## src/rtl/core/lpwd_pkg.sv

```systemverilog
`default_nettype none
package lpwd_pkg;

    localparam int MAX_WORDS = 1024;
    localparam int IDX_W     = (MAX_WORDS > 2) ? $clog2(MAX_WORDS) : 1;
    localparam int TDATA_W   = 64;

    localparam logic [1:0] KIND_WORD  = 2'd0;
    localparam logic [1:0] KIND_EMPTY = 2'd1;
    localparam logic [1:0] KIND_OVER  = 2'd2;

    typedef struct packed {
        logic [1:0]  kind;
        logic [15:0] msg_id;
        logic [15:0] msg_len;
        logic [9:0]  word_index;
        logic [15:0] payload_word;
        logic        last;
    } result_t;

endpackage
`default_nettype wire

```

## src/rtl/core/lpwd_skid.sv

```systemverilog
`default_nettype none
module lpwd_skid (
    input  wire logic             aclk,
    input  wire logic             aresetn,
    input  wire logic             in_valid,
    output logic                  in_ready,
    input  wire lpwd_pkg::result_t in_data,
    output logic                  out_valid,
    input  wire logic             out_ready,
    output lpwd_pkg::result_t     out_data
);
    import lpwd_pkg::*;

    logic    out_valid_reg;
    logic    skid_valid_reg;
    result_t out_data_reg;
    result_t skid_data_reg;

    assign in_ready  = !skid_valid_reg;
    assign out_valid = out_valid_reg;
    assign out_data  = out_data_reg;

    always_ff @(posedge aclk) begin
        if (!aresetn) begin
            out_valid_reg  <= 1'b0;
            skid_valid_reg <= 1'b0;
        end else if (out_ready || !out_valid_reg) begin
            if (skid_valid_reg) begin
                out_valid_reg  <= 1'b1;
                skid_valid_reg <= 1'b0;
            end else begin
                out_valid_reg <= in_valid;
            end
        end else if (in_valid && !skid_valid_reg) begin
            // hold the word aside while the output stalls
            skid_valid_reg <= 1'b1;
        end
    end

    always_ff @(posedge aclk) begin
        if (out_ready || !out_valid_reg) begin
            out_data_reg <= skid_valid_reg ? skid_data_reg : in_data;
        end else if (!skid_valid_reg) begin
            skid_data_reg <= in_data;
        end
    end

endmodule
`default_nettype wire

```

## src/rtl/core/length_prefixed_word_deframer_top.sv

```systemverilog
`default_nettype none
// A result is registered in the skid buffer before it leaves on m_tdata.
// Throughput: one byte per cycle while m_tready is high; the output register plus one skid
// entry keep s_tready high while a single result waits, and s_tready drops for every byte
// while a second result is held in the skid entry.
// After an overflow result every accepted byte is dropped until reset.
// Reset: aresetn is synchronous, active low, and clears all framing state and both valid flags.
module length_prefixed_word_deframer_top (
    input  wire logic        aclk,
    input  wire logic        aresetn,
    input  wire logic        s_tvalid,
    output logic             s_tready,
    input  wire logic [7:0]  s_tdata,   // rx_byte [7:0]
    output logic             m_tvalid,
    input  wire logic        m_tready,
    // msg_id [15:0], msg_len [31:16], word_index [41:32], payload_word [57:42], zero [63:58]
    output logic [lpwd_pkg::TDATA_W-1:0] m_tdata,
    output logic [1:0]       m_tuser,   // kind [1:0]
    output logic             m_tlast
);
    import lpwd_pkg::*;

    localparam logic [1:0] PH_ID      = 2'd0;
    localparam logic [1:0] PH_LEN     = 2'd1;
    localparam logic [1:0] PH_PAYLOAD = 2'd2;
    localparam logic [1:0] PH_HALT    = 2'd3;

    logic             byte_phase_reg, byte_phase_next;
    logic [7:0]       low_byte_reg, low_byte_next;
    logic [1:0]       frame_phase_reg, frame_phase_next;
    logic [15:0]      cur_id_reg, cur_id_next;
    logic [15:0]      cur_len_reg, cur_len_next;
    logic [15:0]      words_left_reg, words_left_next;
    logic [IDX_W-1:0] next_index_reg, next_index_next;

    logic        in_fire;
    logic        skid_ready;
    logic        res_valid;
    result_t     res;
    result_t     out_res;
    logic [15:0] word;
    logic [15:0] left_dec;

    assign s_tready = skid_ready;
    assign in_fire  = s_tvalid && skid_ready;
    assign word     = {s_tdata, low_byte_reg};
    assign left_dec = words_left_reg - 16'd1;

    always_comb begin
        byte_phase_next  = byte_phase_reg;
        low_byte_next    = low_byte_reg;
        frame_phase_next = frame_phase_reg;
        cur_id_next      = cur_id_reg;
        cur_len_next     = cur_len_reg;
        words_left_next  = words_left_reg;
        next_index_next  = next_index_reg;
        res_valid        = 1'b0;
        res.kind         = KIND_WORD;
        res.msg_id       = cur_id_reg;
        res.msg_len      = cur_len_reg;
        res.word_index   = 10'(next_index_reg);
        res.payload_word = word;
        res.last         = 1'b0;
        if (in_fire && frame_phase_reg != PH_HALT) begin
            if (!byte_phase_reg) begin
                low_byte_next   = s_tdata;
                byte_phase_next = 1'b1;
            end else begin
                byte_phase_next = 1'b0;
                case (frame_phase_reg)
                    PH_ID: begin
                        cur_id_next      = word;
                        next_index_next  = '0;
                        frame_phase_next = PH_LEN;
                    end
                    PH_LEN: begin
                        cur_len_next    = word;
                        words_left_next = word;
                        next_index_next = '0;
                        res.msg_len     = word;
                        if (word == 16'd0) begin
                            frame_phase_next = PH_ID;
                            res_valid        = 1'b1;
                            res.kind         = KIND_EMPTY;
                            res.word_index   = '0;
                            res.payload_word = '0;
                            res.last         = 1'b1;
                        end else begin
                            frame_phase_next = PH_PAYLOAD;
                        end
                    end
                    default: begin
                        words_left_next = left_dec;
                        next_index_next = IDX_W'(next_index_reg + 1'b1);
                        res_valid       = 1'b1;
                        if (next_index_reg == IDX_W'(MAX_WORDS - 1)) begin
                            frame_phase_next = PH_HALT;
                            res.kind         = KIND_OVER;
                            res.last         = 1'b1;
                        end else if (left_dec == 16'd0) begin
                            frame_phase_next = PH_ID;
                            res.last         = 1'b1;
                        end
                    end
                endcase
            end
        end
    end

    always_ff @(posedge aclk) begin
        if (!aresetn) begin
            byte_phase_reg  <= 1'b0;
            low_byte_reg    <= '0;
            frame_phase_reg <= PH_ID;
            cur_id_reg      <= '0;
            cur_len_reg     <= '0;
            words_left_reg  <= '0;
            next_index_reg  <= '0;
        end else begin
            byte_phase_reg  <= byte_phase_next;
            low_byte_reg    <= low_byte_next;
            frame_phase_reg <= frame_phase_next;
            cur_id_reg      <= cur_id_next;
            cur_len_reg     <= cur_len_next;
            words_left_reg  <= words_left_next;
            next_index_reg  <= next_index_next;
        end
    end

    lpwd_skid u_skid (
        .aclk      (aclk),
        .aresetn   (aresetn),
        .in_valid  (res_valid),
        .in_ready  (skid_ready),
        .in_data   (res),
        .out_valid (m_tvalid),
        .out_ready (m_tready),
        .out_data  (out_res)
    );

    assign m_tdata = {6'b0, out_res.payload_word, out_res.word_index,
                      out_res.msg_len, out_res.msg_id};
    assign m_tuser = out_res.kind;
    assign m_tlast = out_res.last;

endmodule
`default_nettype wire

```

## config.mk

```make
export PLATFORM = sky130hd
export DESIGN_NAME = length_prefixed_word_deframer_top
export DESIGN_NICKNAME = d
export VERILOG_FILES = /design/src/rtl/core/lpwd_pkg.sv /design/src/rtl/core/lpwd_skid.sv /design/src/rtl/core/length_prefixed_word_deframer_top.sv
export SDC_FILE = /design/constraint.sdc
export NUM_CORES = 1
export LEC_CHECK = 0
export BUFFER_PORTS_ARGS = -buffer_cell sky130_fd_sc_hd__buf_2
export CAP_MARGIN = 0
export CORE_ASPECT_RATIO = 1.25
export CORE_UTILIZATION = 41
export CTS_CLUSTER_DIAMETER = 80
export CTS_CLUSTER_SIZE = 10
export DETAILED_ROUTE_END_ITERATION = 10
export GPL_TIMING_DRIVEN = 0
export PLACE_DENSITY = 0.67
export SKIP_LAST_GASP = 1
export SLEW_MARGIN = 20
export SYNTH_ARGS = -nofsm -noshare
export SYNTH_HDL_FRONTEND = slang
export SYNTH_HIERARCHICAL = 1
export SYNTH_SLANG_ARGS = --single-unit
```

## constraint.sdc

```tcl
create_clock -name aclk -period 15.9 [get_ports aclk]
set_input_delay 1.59 -clock aclk [delete_from_list [all_inputs] [get_ports aclk]]
set_output_delay 1.59 -clock aclk [all_outputs]
set_load 0.02 [all_outputs]
```

Yosys cells after proc, flatten, opt, wreduce, memory -nomap -nowiden:

Index checks and enable logic that the tools add are counted.

* output and inout port bits: 69
* logic and storage cells: 72
* register bits after elaboration: 193

* equal/unequal tests: 3
* $add $sub $neg: 2
* reduce and logical (&&, ||, !) cells: 18
* mux-type cells: 25
* bitwise operators: 3

Operators with widths (count)
* 2-to-1 mux 43 bit: 2
* 2-to-1 mux 61 bit: 1
* 2-to-1 mux 42 bit: 1
* zero test 16 bit: 2
* one-hot mux 16 bit (2 select lines): 1
* 2-to-1 mux 27 bit: 1
* subtractor 16 x 1 -> 16 bit (second input constant): 1
* 2-to-1 mux 2 bit: 6
* AND reduction 3 bit: 4
* adder 10 x 1 -> 10 bit (second input constant): 1
* == test 10 bit (second input constant): 1
* 2-to-1 mux 10 bit: 1
* 2-to-1 mux 1 bit: 8
* one-hot mux 2 bit (2 select lines): 2
* one-hot mux 1 bit (2 select lines): 2
* AND reduction 2 bit: 2
* nonzero test 4 bit: 1
* OR reduction 2 bit: 2
* logical AND 1 bit: 3
* inverter 1 bit: 3
* == test 2 x 1 -> 1 bit (second input constant): 1
* zero test 1 bit: 2
* zero test 2 bit: 1
* != test 2 bit (second input constant): 1
* logical OR 1 bit: 1

Longest topological paths before layout:

* depth in word-level cells: 8
* mapped depth: 12
* mapped depth without buffers: 9

By module:

The synthesis kept the hierarchy.

By module, submodules not included
* lpwd_skid: cells an instance 198, area each 4767.1 um^2, instances 1
* length_prefixed_word_deframer_top: cells an instance 461, area each 3599.7 um^2, instances 1

Worst setup path after synthesis:

No wires, ideal clock.

* path type: input port to flip-flop
* start point: input port m_tready
* end point: register u_skid.out_data_reg, in the netlist u_skid/out_data[0] (enable)
* path buffers: 0
* data arrival time: 6601 ps
* library setup time: 647 ps
* stages on the path: 2
* path slack: 8652 ps
* cells stage by stage: nor2b_1 > inv_1

* cells in the longest elaborated chain, start to end: 1

RTL lines
* start: declaration: line length_prefixed_word_deframer_top.sv:15 `input wire logic m_tready,`
* logical OR 1 bit: line lpwd_skid.sv:41 `if (out_ready || !out_valid_reg) begin`
* end signal: assignment: line lpwd_skid.sv:42 `out_data_reg <= skid_valid_reg ? skid_data_reg : in_data;`
* end: declaration: line lpwd_skid.sv:16 `result_t out_data_reg;`

No other way between the ends.
A chain may end at the register's enable or synchronous reset.

==> impl_metrics.json <==
{
  "status": "finished, final reports clean",
  "post-route-drc-count": 0,
  "place_inst": 1011,
  "numCtsBuffers": 17,
  "synth-edff-count": 122,
  "final_cells": 1042,
  "clock_path_buffers": 2,
  "initial_core_util_pct": 41.8,
  "clkTransAtPathRegs_ns": 0.07,
  "finalClockSkew_ns": 0.0107,
  "finalCriticalPeriod_ns": 3.19,
  "slowest_delay_ns": 0.39,
  "powerDensity_nw_per_um2": 105,
  "synth_cells": 659,
  "ys_types": 67,
  "cp.required_ns": 16.08,
  "muxShareOfSynthArea_pct": 11.7,
  "start_kind": "primary input",
  "core-area_um2": 20000,
  "drt_pass1_iterations": 5,
  "r2r-start": "words_left_reg[0]",
  "syn2layout_area_growth_pct": 16.3,
  "num_rows": 58,
  "crit_chain": "buf_2 > nor4_1 > nand4_1 > nor2_1 > clkbuf_1 > nor2b_1 > mux2_4",
  "fin_crit_sh_pct": 20.1,
  "gr-total-overflow": 0,
  "hold_viol": 0,
  "yosysTopAreaCell": "edfxtp_1",
  "wl_per_cell_um": 16.7,
  "place_congestion": 0.890,
  "cp_data_arrival_time_ns": 3.36,
  "netlist_area_um2": 8370,
  "end_kind": "register",
  "synth-xor-area-share_pct": 1.88,
  "drtIter0Drc": 374,
  "die_area_um2": 21000,
  "grt_first_pass_wirelength_mm": 27.3,
  "yosysSeqAreaShare_pct": 60.8,
  "synth_flop_cell": "edfxtp_1",
  "vias": 5266,
  "async_reset_ff_share_pct": 0,
  "ys_seq_elements": 193,
  "rr_worst_depth": 8,
  "num_antenna_cells": 0,
  "tightest_slew_ns": 0.752,
  "wl_mm": 17.4,
  "syn_avg_cell_area_um2": 12.7,
  "viasPerCell": 5.05,
  "grt_max_degree": 44,
  "cts.sinks": 193,
  "fin_setup_tns_ns": 0,
  "synthTopCellsByArea": "edfxtp_1 (44%), dfxtp_1 (17%), mux2_4 (10%)",
  "irDropWorstVdd_uv": 55.9,
  "drtAntennaViolNets": 0,
  "tritoncts": "built",
  "yosysMostFrequentCell": "edfxtp_1",
  "crit_path_end": "u_skid/out_data[26]",
  "clkLatencyLatePin_ns": 0.43,
  "fp.dieW_um": 130,
  "synth-simple-area-share_pct": 13.4,
  "drive_above_1_share_pct": 26.3,
  "setup.worst_path.start": "s_tdata[3]",
  "post_cts_resized": 0,
  "min_path_type": "register to register",
  "nets": 775,
  "ys_top_cells_by_count": "edfxtp_1 (122), nand2_1 (99), dfxtp_1 (71)",
  "die_h_um": 162,
  "slowest_stage": "clkbuf_1",
  "rrSetupSlack_ns": 13.24,
  "fmax_ghz": 0.314,
  "synth-compound-area-share_pct": 7.03,
  "io_buffers": 74,
  "setup_viol": 0,
  "synth_top_family_by_area": "simple AND/OR/NAND/NOR gates",
  "grt_use_total_pct": 17.2,
  "grt_pass1_vias": 5110,
  "ios": 81,
  "post-cts-setup-buffers": 0,
  "maxCapViolCount": 0,
  "cellLeakagePower_nw": 4.01,
  "synthAdderAreaFrac_pct": 0.449,
  "cts_max_level": 4,
  "slew_viol_final": 0,
  "synth_warnings": 6,
  "cp_max_fo": 10,
  "hpwlAfterDp_mm": 11.9,
  "hold_ws_ns": 0.455,
  "rr_endpoint": "u_skid/out_data[0]",
  "crit_type": "primary input to register",
  "cts_root_buf": "clkbuf_16",
  "hold_buffers": 0,
  "antenna_found_initial": 0,
  "grt_setup_unrepaired": "false",
  "timing.slew.headroom_pct": 49.5,
  "yosysTopAreaCellShare_pct": 43.8
}
[per-stage QoR]
stage / area, um^2 / power, mW / utilization (%) / worst slack, ns
after global routing: 9730 / 1.05 / 48.6 / 12.63
after floorplan: 8390 / 0.597 / - / 8.65
after detailed placement: 9160 / 0.617 / 45.8 / 12.25
final: 9730 / 1.02 / 48.6 / 12.71
after CTS: 9730 / 1.03 / 48.6 / 12.71
after global placement: 9090 / 0.616 / 45.4 / 5.49
[layout make-up]
cell class	instances	area [um^2]
Sequential cell	193	5080
Tap cell	270	338
Clock inverter	12	134
Timing Repair Buffer	77	430
Multi-Input combinational cell	410	2920
Buffer	54	364
Inverter	7	28.8
Clock buffer	19	433
Fill cell	1790	10300
[metal layers]
| layer | GRT usage, % | up-vias | share of wire [%] |
|---|---|---|---|
| li1 | - | 2511 | - |
| met1 | 21.9 | 2582 | 43 |
| met2 | 29.4 | 142 | 50 |
| met3 | 2.27 | 31 | 4.0 |
| met4 | 7.08 | 0 | 2.5 |
| met5 | 0 | - | 0 |
[power by group]
part           switching (mW)  internal (mW)
registers             0.00693          0.536
logic                  0.0378         0.0257
clock network           0.182          0.232
total                   0.227          0.794
[layout by cell type (no fill, tap or decap), types with 7 or more instances in the layout]
cell type and count:
clkbuf_16 17, buf_4 9, mux2i_1 8, buf_12 9, a21oi_1 15, buf_2 80
dfxtp_1 71, xor2_1 12, nand2_1 99, o21ai_0 23, nand3_1 8, a21boi_1 10
nor2_1 36, and2_1 18, nor2b_1 21, mux2_4 57, clkbuf_1 31, o211a_1 7
edfxtp_1 122, a21boi_0 8
[cell families after synthesis]
logic type	Yosys count
simple gates	226
flops	193
compound gates	88
mux	69
buf+inv	61
xor+xnor	18
fa+ha+maj	3
other cells	1
[how the worst min path moves through the flow]
| stage | from | end | cells after the start | slack [ns] |
|---|---|---|---|---|
| floorplan | cur_id_reg[15] | cur_id_reg[15] | 2 | 0.43 |
| global placement | cur_id_reg[14] | cur_id_reg[14] | 2 | 0.44 |
| detailed placement | cur_id_reg[14] | cur_id_reg[14] | 2 | 0.45 |
| CTS | cur_id_reg[14] | cur_id_reg[14] | 2 | 0.46 |
| global route | cur_id_reg[10] | cur_id_reg[10] | 2 | 0.47 |
| finish | cur_id_reg[14] | cur_id_reg[14] | 2 | 0.46 |
[worst max-delay path, delay by kind of cell]
kind	cells	cell delay [ns]
multiplexers	1	0.30
buffers and inverters	2	0.56
AND/OR/NAND/NOR	4	0.90
Note: power is estimated with default switching activity, not from simulation.
